**src/sv/pwcd_pkg.sv**
```systemverilog
package pwcd_pkg;

  // Request kinds
  localparam logic REQ_EDGE = 1'b0;
  localparam logic REQ_TICK = 1'b1;

  // Symbol codes
  localparam logic [1:0] SYM_LOW  = 2'd0;
  localparam logic [1:0] SYM_HIGH = 2'd1;
  localparam logic [1:0] SYM_STAR = 2'd2;
  localparam logic [1:0] SYM_END  = 2'd3;

  // Configuration register indexes
  localparam logic [2:0] CFG_SHORT_MIN = 3'd0;
  localparam logic [2:0] CFG_SHORT_MAX = 3'd1;
  localparam logic [2:0] CFG_LONG_MIN  = 3'd2;
  localparam logic [2:0] CFG_LONG_MAX  = 3'd3;
  localparam logic [2:0] CFG_TIMEOUT   = 3'd4;

  // Configuration reset values
  localparam logic [15:0] SHORT_MIN_RST = 16'h0040;
  localparam logic [15:0] SHORT_MAX_RST = 16'h0048;
  localparam logic [15:0] LONG_MIN_RST  = 16'h0084;
  localparam logic [15:0] LONG_MAX_RST  = 16'h0092;
  localparam logic [7:0]  TIMEOUT_RST   = 8'h08;

  // Measured edges per frame
  localparam int unsigned MAX_PULSES = 128;

  // Result queue sizing
  localparam int unsigned MAX_RESULTS = 3;
  localparam int unsigned QUEUE_AW    = 2;
  localparam int unsigned QUEUE_DEPTH = 1 << QUEUE_AW;
  localparam int unsigned QUEUE_CW    = $clog2(QUEUE_DEPTH + 1);

  typedef struct packed {
    logic [1:0]  symbol;
    logic [8:0]  whole_periods;
    logic [15:0] fraction;
    logic        last;
  } res_t;

  // Results produced by one request, in order from item[0]
  typedef struct packed {
    logic [1:0]                 n;
    res_t [MAX_RESULTS-1:0]     item;
  } push_t;

endpackage

```
**src/sv/pwcd_queue.sv**
```systemverilog
module pwcd_queue
  import pwcd_pkg::*;
(
  input  logic  clk,
  input  logic  rst,
  input  push_t push,
  output logic  room,
  output logic  out_valid,
  input  logic  out_stall,
  output res_t  out_res
);

  res_t                  mem [QUEUE_DEPTH];
  logic [QUEUE_AW-1:0]   wr_ptr;
  logic [QUEUE_AW-1:0]   rd_ptr;
  logic [QUEUE_CW-1:0]   count;
  logic [QUEUE_CW-1:0]   count_next;
  logic                  pop;

  assign out_valid = (count != '0);
  assign out_res   = mem[rd_ptr];
  assign pop       = out_valid && !out_stall;
  // Room for a full burst of results, judged on the registered count only
  assign room      = (count <= QUEUE_CW'(QUEUE_DEPTH - MAX_RESULTS));

  assign count_next = count + QUEUE_CW'(push.n) - QUEUE_CW'(pop);

  // Write up to a burst of results at consecutive slots
  always_ff @(posedge clk) begin
    for (int i = 0; i < MAX_RESULTS; i++) begin
      if (i < int'(push.n)) begin
        mem[wr_ptr + QUEUE_AW'(i)] <= push.item[i];
      end
    end
  end

  // Advance pointers and count
  always_ff @(posedge clk) begin
    if (rst) begin
      wr_ptr <= '0;
      rd_ptr <= '0;
      count  <= '0;
    end else begin
      wr_ptr <= wr_ptr + QUEUE_AW'(push.n);
      if (pop) begin
        rd_ptr <= rd_ptr + QUEUE_AW'(1);
      end
      count <= count_next;
    end
  end

  a_count_bound: assert property (@(posedge clk) disable iff (rst)
    count <= QUEUE_CW'(QUEUE_DEPTH))
    else $error("result queue count above depth");

  a_no_overflow: assert property (@(posedge clk) disable iff (rst)
    (push.n != 2'd0) |-> (count + QUEUE_CW'(push.n) <= QUEUE_CW'(QUEUE_DEPTH)))
    else $error("result queue written past its depth");

  a_count_track: assert property (@(posedge clk) disable iff (rst)
    !$past(rst) |-> count == $past(count_next))
    else $error("result queue count lost track");

endmodule

```
**src/sv/pulse_width_capture_decoder.sv**
```systemverilog
// Pulse width decoder for on-off keyed frames. Each request is an edge capture or a timer
// overflow tick; the frame state updates in the cycle the request is taken and the results
// it causes (none to three) go into a four-entry result queue that drives the output, one
// result per cycle while the receiver does not stall. A request is taken in any cycle in
// which the queue holds at most one result, so a steady stream of requests runs at one per
// cycle while each yields one result and the receiver does not stall; requests that yield
// more results are held back, since the single output port of the queue drains them.
module pulse_width_capture_decoder
  import pwcd_pkg::*;
(
  input  logic        clk,
  input  logic        rst,
  // Configuration write port
  input  logic        cfg_we,
  input  logic [2:0]  cfg_index,
  input  logic [15:0] cfg_data,
  // Request channel
  input  logic        in_valid,
  output logic        in_stall,
  input  logic        req_type,
  input  logic [15:0] capture_value,
  input  logic        pin_level,
  // Result channel
  output logic        out_valid,
  input  logic        out_stall,
  output logic [1:0]  symbol,
  output logic [8:0]  whole_periods,
  output logic [15:0] fraction,
  output logic        last
);

  logic [15:0] short_min;
  logic [15:0] short_max;
  logic [15:0] long_min;
  logic [15:0] long_max;
  logic [7:0]  timeout_ticks;

  logic        armed;
  logic        current_level;
  logic [15:0] previous_capture;
  logic [7:0]  idle_ticks;
  logic [7:0]  sample_count;

  logic        armed_next;
  logic        current_level_next;
  logic [15:0] previous_capture_next;
  logic [7:0]  idle_ticks_next;
  logic [7:0]  sample_count_next;

  logic        accept;
  logic        room;
  push_t       push;
  res_t        out_res;

  logic [8:0]  idle_inc;
  logic [8:0]  whole;
  logic [15:0] frac;
  logic        is_short;
  logic        is_long;
  logic [8:0]  count_inc;
  logic [1:0]  lvl_sym;
  res_t        meas;
  res_t        end_res;

  assign in_stall = !room;
  assign accept   = in_valid && !in_stall;

  // Configuration registers
  always_ff @(posedge clk) begin
    if (rst) begin
      short_min     <= SHORT_MIN_RST;
      short_max     <= SHORT_MAX_RST;
      long_min      <= LONG_MIN_RST;
      long_max      <= LONG_MAX_RST;
      timeout_ticks <= TIMEOUT_RST;
    end else if (cfg_we) begin
      case (cfg_index)
        CFG_SHORT_MIN: short_min     <= cfg_data;
        CFG_SHORT_MAX: short_max     <= cfg_data;
        CFG_LONG_MIN:  long_min      <= cfg_data;
        CFG_LONG_MAX:  long_max      <= cfg_data;
        CFG_TIMEOUT:   timeout_ticks <= cfg_data[7:0];
        default: ;
      endcase
    end
  end

  // Measure the duration since the previous edge, with wrap handling
  always_comb begin
    idle_inc  = {1'b0, idle_ticks} + 9'd1;
    count_inc = {1'b0, sample_count} + 9'd1;
    whole     = {1'b0, idle_ticks};
    frac      = capture_value - previous_capture;
    if (idle_ticks != 8'd0) begin
      if (previous_capture < capture_value) begin
        whole = idle_inc;
      end else begin
        frac = 16'hFFFF - previous_capture + capture_value;
      end
    end
    is_short = (frac >= short_min) && (frac <= short_max);
    is_long  = (frac >= long_min) && (frac <= long_max);
    lvl_sym  = current_level ? SYM_HIGH : SYM_LOW;

    meas.symbol        = (is_short || is_long) ? lvl_sym : SYM_STAR;
    meas.whole_periods = whole;
    meas.fraction      = frac;
    meas.last          = 1'b0;

    end_res.symbol        = SYM_END;
    end_res.whole_periods = '0;
    end_res.fraction      = '0;
    end_res.last          = 1'b1;
  end

  // Work out the next frame state and the results of this request
  always_comb begin
    armed_next            = armed;
    current_level_next    = current_level;
    previous_capture_next = previous_capture;
    idle_ticks_next       = idle_ticks;
    sample_count_next     = sample_count;
    push.n                = 2'd0;
    push.item             = '0;

    if (accept) begin
      if (req_type == REQ_TICK) begin
        // idle_ticks never passes 255: it clears once above the timeout
        if (idle_inc > {1'b0, timeout_ticks}) begin
          push.n             = 2'd1;
          push.item[0]       = end_res;
          armed_next         = 1'b0;
          current_level_next = 1'b0;
          idle_ticks_next    = 8'd0;
          sample_count_next  = 8'd0;
        end else begin
          idle_ticks_next = idle_inc[7:0];
        end
      end else if (!armed) begin
        armed_next            = 1'b1;
        current_level_next    = pin_level;
        idle_ticks_next       = 8'd0;
        previous_capture_next = capture_value;
      end else begin
        push.item[0]          = meas;
        push.item[1]          = meas;
        push.n                = (is_long && !is_short) ? 2'd2 : 2'd1;
        current_level_next    = !current_level;
        sample_count_next     = count_inc[7:0];
        idle_ticks_next       = 8'd0;
        previous_capture_next = capture_value;
        if (count_inc >= 9'(MAX_PULSES)) begin
          push.item[push.n]  = end_res;
          push.n             = push.n + 2'd1;
          armed_next         = 1'b0;
          current_level_next = 1'b0;
          sample_count_next  = 8'd0;
        end else begin
          push.item[push.n - 2'd1].last = 1'b1;
        end
      end
    end
  end

  // Hold frame state
  always_ff @(posedge clk) begin
    if (rst) begin
      armed            <= 1'b0;
      current_level    <= 1'b0;
      previous_capture <= 16'd0;
      idle_ticks       <= 8'd0;
      sample_count     <= 8'd0;
    end else begin
      armed            <= armed_next;
      current_level    <= current_level_next;
      previous_capture <= previous_capture_next;
      idle_ticks       <= idle_ticks_next;
      sample_count     <= sample_count_next;
    end
  end

  pwcd_queue u_queue (
    .clk       (clk),
    .rst       (rst),
    .push      (push),
    .room      (room),
    .out_valid (out_valid),
    .out_stall (out_stall),
    .out_res   (out_res)
  );

  assign symbol        = out_res.symbol;
  assign whole_periods = out_res.whole_periods;
  assign fraction      = out_res.fraction;
  assign last          = out_res.last;

  a_edge_result: assert property (@(posedge clk) disable iff (rst)
    (accept && req_type == REQ_EDGE && armed) |-> (push.n != 2'd0))
    else $error("measured edge gave no result");

  a_idle_clear: assert property (@(posedge clk) disable iff (rst)
    !armed |-> (sample_count == 8'd0))
    else $error("sample count held outside a frame");

  a_count_bound: assert property (@(posedge clk) disable iff (rst)
    {1'b0, sample_count} < 9'(MAX_PULSES))
    else $error("sample count reached frame limit without ending");

  a_end_clears: assert property (@(posedge clk) disable iff (rst)
    (push.n != 2'd0 && push.item[push.n - 2'd1].symbol == SYM_END) |=> !armed)
    else $error("frame end left decoder armed");

endmodule

```
**config.mk**
```make
export PLATFORM = sky130hd
export DESIGN_NAME = pulse_width_capture_decoder
export DESIGN_NICKNAME = d
export VERILOG_FILES = /design/src/sv/pwcd_pkg.sv /design/src/sv/pwcd_queue.sv /design/src/sv/pulse_width_capture_decoder.sv
export SDC_FILE = /design/constraint.sdc
export NUM_CORES = 1
export LEC_CHECK = 0
export ABC_AREA = 1
export BUFFER_PORTS_ARGS = -buffer_cell sky130_fd_sc_hd__buf_4
export CAP_MARGIN = 20
export CORE_MARGIN = 3
export CORE_UTILIZATION = 58
export CTS_CLUSTER_DIAMETER = 30
export DETAILED_ROUTE_END_ITERATION = 7
export PLACE_DENSITY = 0.78
export SYNTH_ARGS = -nofsm -noshare
export SYNTH_HDL_FRONTEND = slang
export SYNTH_HIERARCHICAL = 1
export SYNTH_SLANG_ARGS = --single-unit
```
**constraint.sdc**
```tcl
create_clock -name clk -period 17.5 [get_ports clk]
set_clock_uncertainty 0.2 [all_clocks]
set_input_delay 0 -clock clk [delete_from_list [all_inputs] [get_ports clk]]
set_output_delay 0 -clock clk [all_outputs]
set_load 0.02 [all_outputs]
```
Yosys cells after proc, flatten, opt, wreduce, memory -nomap -nowiden
Memory sizes are Yosys's and may differ from the RTL's. A register that Yosys moved wholly into a read port is not among the register bits. Index checks and enable logic that the tools add are counted.

Logic and storage cells: 117. Register bits after elaboration: 113. Memory bits (writable): 112. Memories kept: 1. Output and inout port bits: 30. Bits of input ports: 42.

Bitwise logic cells: 4. Add/sub/neg operators: 13. Muxes and demuxes: 42. Reduce and logical (&&, ||, !) cells: 24. $lt $le $gt $ge: 15. Equal/unequal tests: 5.

Memories: u_queue.mem (depth 4, bits a word 28, read ports 1, clocked after memory_dff 1, write ports 3, RTL line pwcd_queue.sv:13) `res_t mem [QUEUE_DEPTH];`.

Operators by type and width (number): 86-bit 2-to-1 mux (2); 28-bit demux with 2-bit select (2); 84-bit bitwise mux (1); 28-bit 2-to-1 mux (3); 84-bit 2-to-1 mux (1); 50-bit by 75-bit AND with 75-bit output (1); 75-bit inverter (1); 56-bit 2-to-1 mux (1); 8-bit 2-to-1 mux (6); 16-bit >= comparator (2); 16-bit less-or-equal comparator (2); 16-bit 2-to-1 mux (2); 8-bit by 1-bit adder with 9-bit output (second input constant) (2); 9-bit 2-to-1 mux (2); 16-bit adder (1); 16-bit < comparator (1); 1-bit 2-to-1 mux (16); 16-bit subtractor (1); 16-bit subtractor (first input constant) (1); 2-bit AND reduction (7); 2-bit 2-to-1 mux (6); 9-bit by 8-bit >= comparator with 1-bit output (second input constant) (1); 9-bit by 8-bit > comparator with 1-bit output (1); 6-bit by 9-bit bitwise OR with 9-bit output (1); other kinds (24) (39).

Longest topological paths before layout
Word-level depth: 22. Mapped depth: 41. Depth with buffers taken out: 38.

Hierarchy
Netlist, hierarchy kept.

Modules (own cells, without submodules): pulse_width_capture_decoder (seq. area each 2122.0 um^2, cells each 1282, instances 1, area each 8236.6 um^2); pwcd_queue (seq. area each 3543.4 um^2, cells each 1025, instances 1, area each 7495.9 um^2).

Least setup slack after synthesis
OpenSTA, ideal clock, no wires.

Path kind: register to register. Start point: register previous_capture[0]. End point: memory u_queue/mem[3][0] (netlist bit), enable pin. Data required time: 16848 ps. Stages on the path, launching flop included: 29. Buffers on the path: 3. Slack: 11116 ps. Arrival: 5732 ps. Library setup time: 452 ps. Clock period less this slack: 6384 ps. Path through: dfxtp_1 > ha_1 > inv_1 > fa_1 > nand3_1 > nand2_1 > nand2_1 > nand2_2 > nand2_2 > nand2_1 > nand2_2 > buf_6 > nand3_1 > nand3_1 > nand2_1 > ha_1 > nand2_1 > nor4_1 > nand2_1 > nand2_1 > nand2_1 > nand2_1 > nand2_1 > ha_1 > nor2_1 > buf_4 > clkbuf_1 > a21oi_1 > o21ai_0.

RTL lines: start, declared (RTL line pulse_width_capture_decoder.sv:40) `logic [15:0] previous_capture;`; start signal, assigned (RTL line pulse_width_capture_decoder.sv:176) `previous_capture <= previous_capture_next;`; end, declared (RTL line pwcd_queue.sv:13).

==> impl_metrics.toml <==
[route]
avgViaCountPerCell = 5.42
routed_wl_microns = 45400
antenna_left = 0
drt_pass1_iterations = 6
wire_per_inst_microns = 15.8
first_iter_violations = 1230
drc = 0
vias = 15500

[sta]
setup_viol = 0
setup_tns_ns = 0
slew_viol_final = 0
period_needed_ns = 7.16
setup_slack_ns = 10.34
rsz0062_at_grt = "no"
worst_slew_pin_slew_ns = 1.04
fin_crit_sh_pct = 40.9
finalHoldViolCount = 0
fmax_mhz = 140
max_slew_margin_pct = 30.4

[floorplan]
core_area_sq_um = 26400
die_area_sq_um = 29100
start_util_pct = 59.7
die-width_microns = 171
fp.dieH_microns = 171
ios = 72
row_count = 59

[yosys]
synth_top_family_by_area = "simple AND/OR/NAND/NOR gates"
ys_top_cells_by_area = "edfxtp_1 21%, nand2_1 17%, dfxtp_1 15%"
async_reset_ff_share_pct = 0
synth_fa_ha_area_share_pct = 8.33
synth-main-ff-cell = "dfxtp_1"
synth-xor-area-share_pct = 1.34
avgSynthCellArea_sq_um = 6.82
synth.cell_area_sq_um = 15700
syn_inst = 2307
ys_warn_count = 6
synth.distinct_cells = 44
yosys-mux-area-fraction_pct = 0
ys_ff_latch = 227
synth_most_common_cell = "nand2_1"
yosys.area.top_type = "edfxtp_1"
seq_area_frac_synth_pct = 36.0
synth_edf_count = 112
synth_compound_area_share_pct = 11.6
synthTopCellsByCount = "724 x nand2_1, 298 x inv_1, 248 x nand3_1"
synth_top_area_share_pct = 21.4
yosys.area_share.simple_pct = 31.7

[setup_path]
crit_buf_inv = 5
max_stage_delay_ns = 1.05
cp_data_required_time_ns = 17.47
path_common_cell = "nand2_1"
path_class = "register to register"
cp_data_arrival_time_ns = 7.13
cp_top_family = "simple AND/OR/NAND/NOR gates"
cpMaxStageDelayCell = "nand3_2"
start_kind = "register"
cp-end-kind = "register"
crit_fanout = 66

[global_route]
grt_max_degree = 67
grt_pass1_wl_microns = 73300
gr-total-overflow = 0
antenna_found_initial = 0
grt_use_total_pct = 30.9
grt_pass1_vias = 15100

[power_and_ir_drop]
power_density_nw_per_um2 = 126
leakagePower_nw = 9.42
vdd_drop_max_uv = 119
p_total_mw = 2.40

[placed_design]
numPortBuffers = 71
dp_hpwl_microns = 29800
place.gp.congestion = 0.926
place_ws_ns = 10.07

[cts]
cts_sinks = 227
cts_root_buffer = "clkbuf_16"
h-tree-depth = 2
cts_tree = "yes"
cts_made_buffers = 49
clk_latency_ns = 0.56
path_clk_slew_ns = 0.05
cts_max_path_buffers = 3

[min_path]
hp-class = "input port to register"

[layout]
area_growth_pct = 21.2
diodes = 0
final_layout_size_suffix_gt1_share_pct = 9.01
fin_nets = 2635

[flow_run]
drv_cap = 0

[outcome]
status = "finished clean"
[report_power, final]
| group | switching (mW) | internal (mW) | total, mW |
|---|---|---|---|
| registers | 0.0149 | 0.595 | 0.610 |
| clock network | 0.316 | 0.713 | 1.03 |
| logic | 0.497 | 0.260 | 0.757 |
[area by class of cell]
class | instances | area, sq um
multi-input combinational | 1762 | 8730
fill | 2069 | 7290
sequential | 227 | 5670
clock buffer | 52 | 1250
timing repair buffer | 141 | 1230
inverter | 309 | 1160
clock inverter | 40 | 611
tap | 335 | 419
[worst paths after layout]
path,start,to,slack (ns),cells past startpoint
setup / recovery,previous_capture[0],u_queue/mem[0][7],10.34,28
hold / removal,cfg_data[2],long_min[2],0.1,4
setup reg to reg,previous_capture[0],u_queue/mem[0][7],10.34,28
hold reg to reg,previous_capture[2],previous_capture[2],0.26,2
[tightest hold or removal path, delay by kind of cell]
family                 cells  cell delay (ns)
buffers and inverters      2             0.67
AO/OA/AOI/OAI              1             0.08
AND/OR/NAND/NOR            1             0.05
[flip-flops by register name (all words and copies together), names as in the netlist, named ones only]
signal	cells
timeout_ticks	8
u_queue/mem	112
u_queue/rd_ptr	2
idle_ticks	8
long_min	16
current_level	1
sample_count	8
u_queue/count	3
short_min	16
long_max	16
armed	1
previous_capture	16
short_max	16
u_queue/wr_ptr	2
[repair_timing]
action                    in CTS  in global routing
resized for setup              0                  0
setup buffers                  0                  0
hold endpoints to repair     115                  0
hold buffers                  56                  0
[stage by stage]
stage	hold slack [ns]	utilization, %	instance area, sq um	instances
after floorplan	-0.133	-	16100	2406
after global placement	0.0653	63.0	16600	2716
after detailed placement	0.0706	63.0	16600	2716
after CTS	0.0603	72.2	19000	2864
after global routing	0.113	72.3	19100	2866
final	0.0964	72.3	19100	2866
[cells by family after synthesis]
| group | Yosys count |
|---|---|
| xor gates and xnor gates | 24 |
| other | 1 |
| AOI/OAI and AO/OA | 346 |
| buffers and inverters | 417 |
| adders and majority gates | 103 |
| DFF | 227 |
| and+or+nand+nor | 1189 |
[cell usage in the layout (no fill, tap or decap), drive strengths merged, types with 2 or more instances in the layout]
cell         netlist  routed
a21boi             3       3
o211ai             9       9
and2               3       3
clkinv             0      21
buf               59      85
clkinvlp           0       4
o22ai             28      28
conb               1     100
a21oi            142     142
ha               100     100
dfxtp            115     115
nand2            737     737
or2                3       3
dlygate4sd3        0      56
edfxtp           112     112
clkbuf            49      52
nand3b             2       2
nand4             12      12
nor2             161     161
nor3              15      15
o21ai            158     158
nand3            253     253
fa                 3       3
bufinv             0      13
xnor2              5       5
xor2              19      19
nor4               2       2
o21a               3       3
inv              309     311
a21o               2       2
[layer usage]
layer	track usage, %	vias to the layer above	part of all wire [%]
met3	5.68	154	7.7
met1	36.9	6978	40
met4	16.0	0	4.6
met2	53.2	665	48
met5	0	-	0
li1	-	7732	-
No activity file was read; power rests on OpenSTA's default activity.
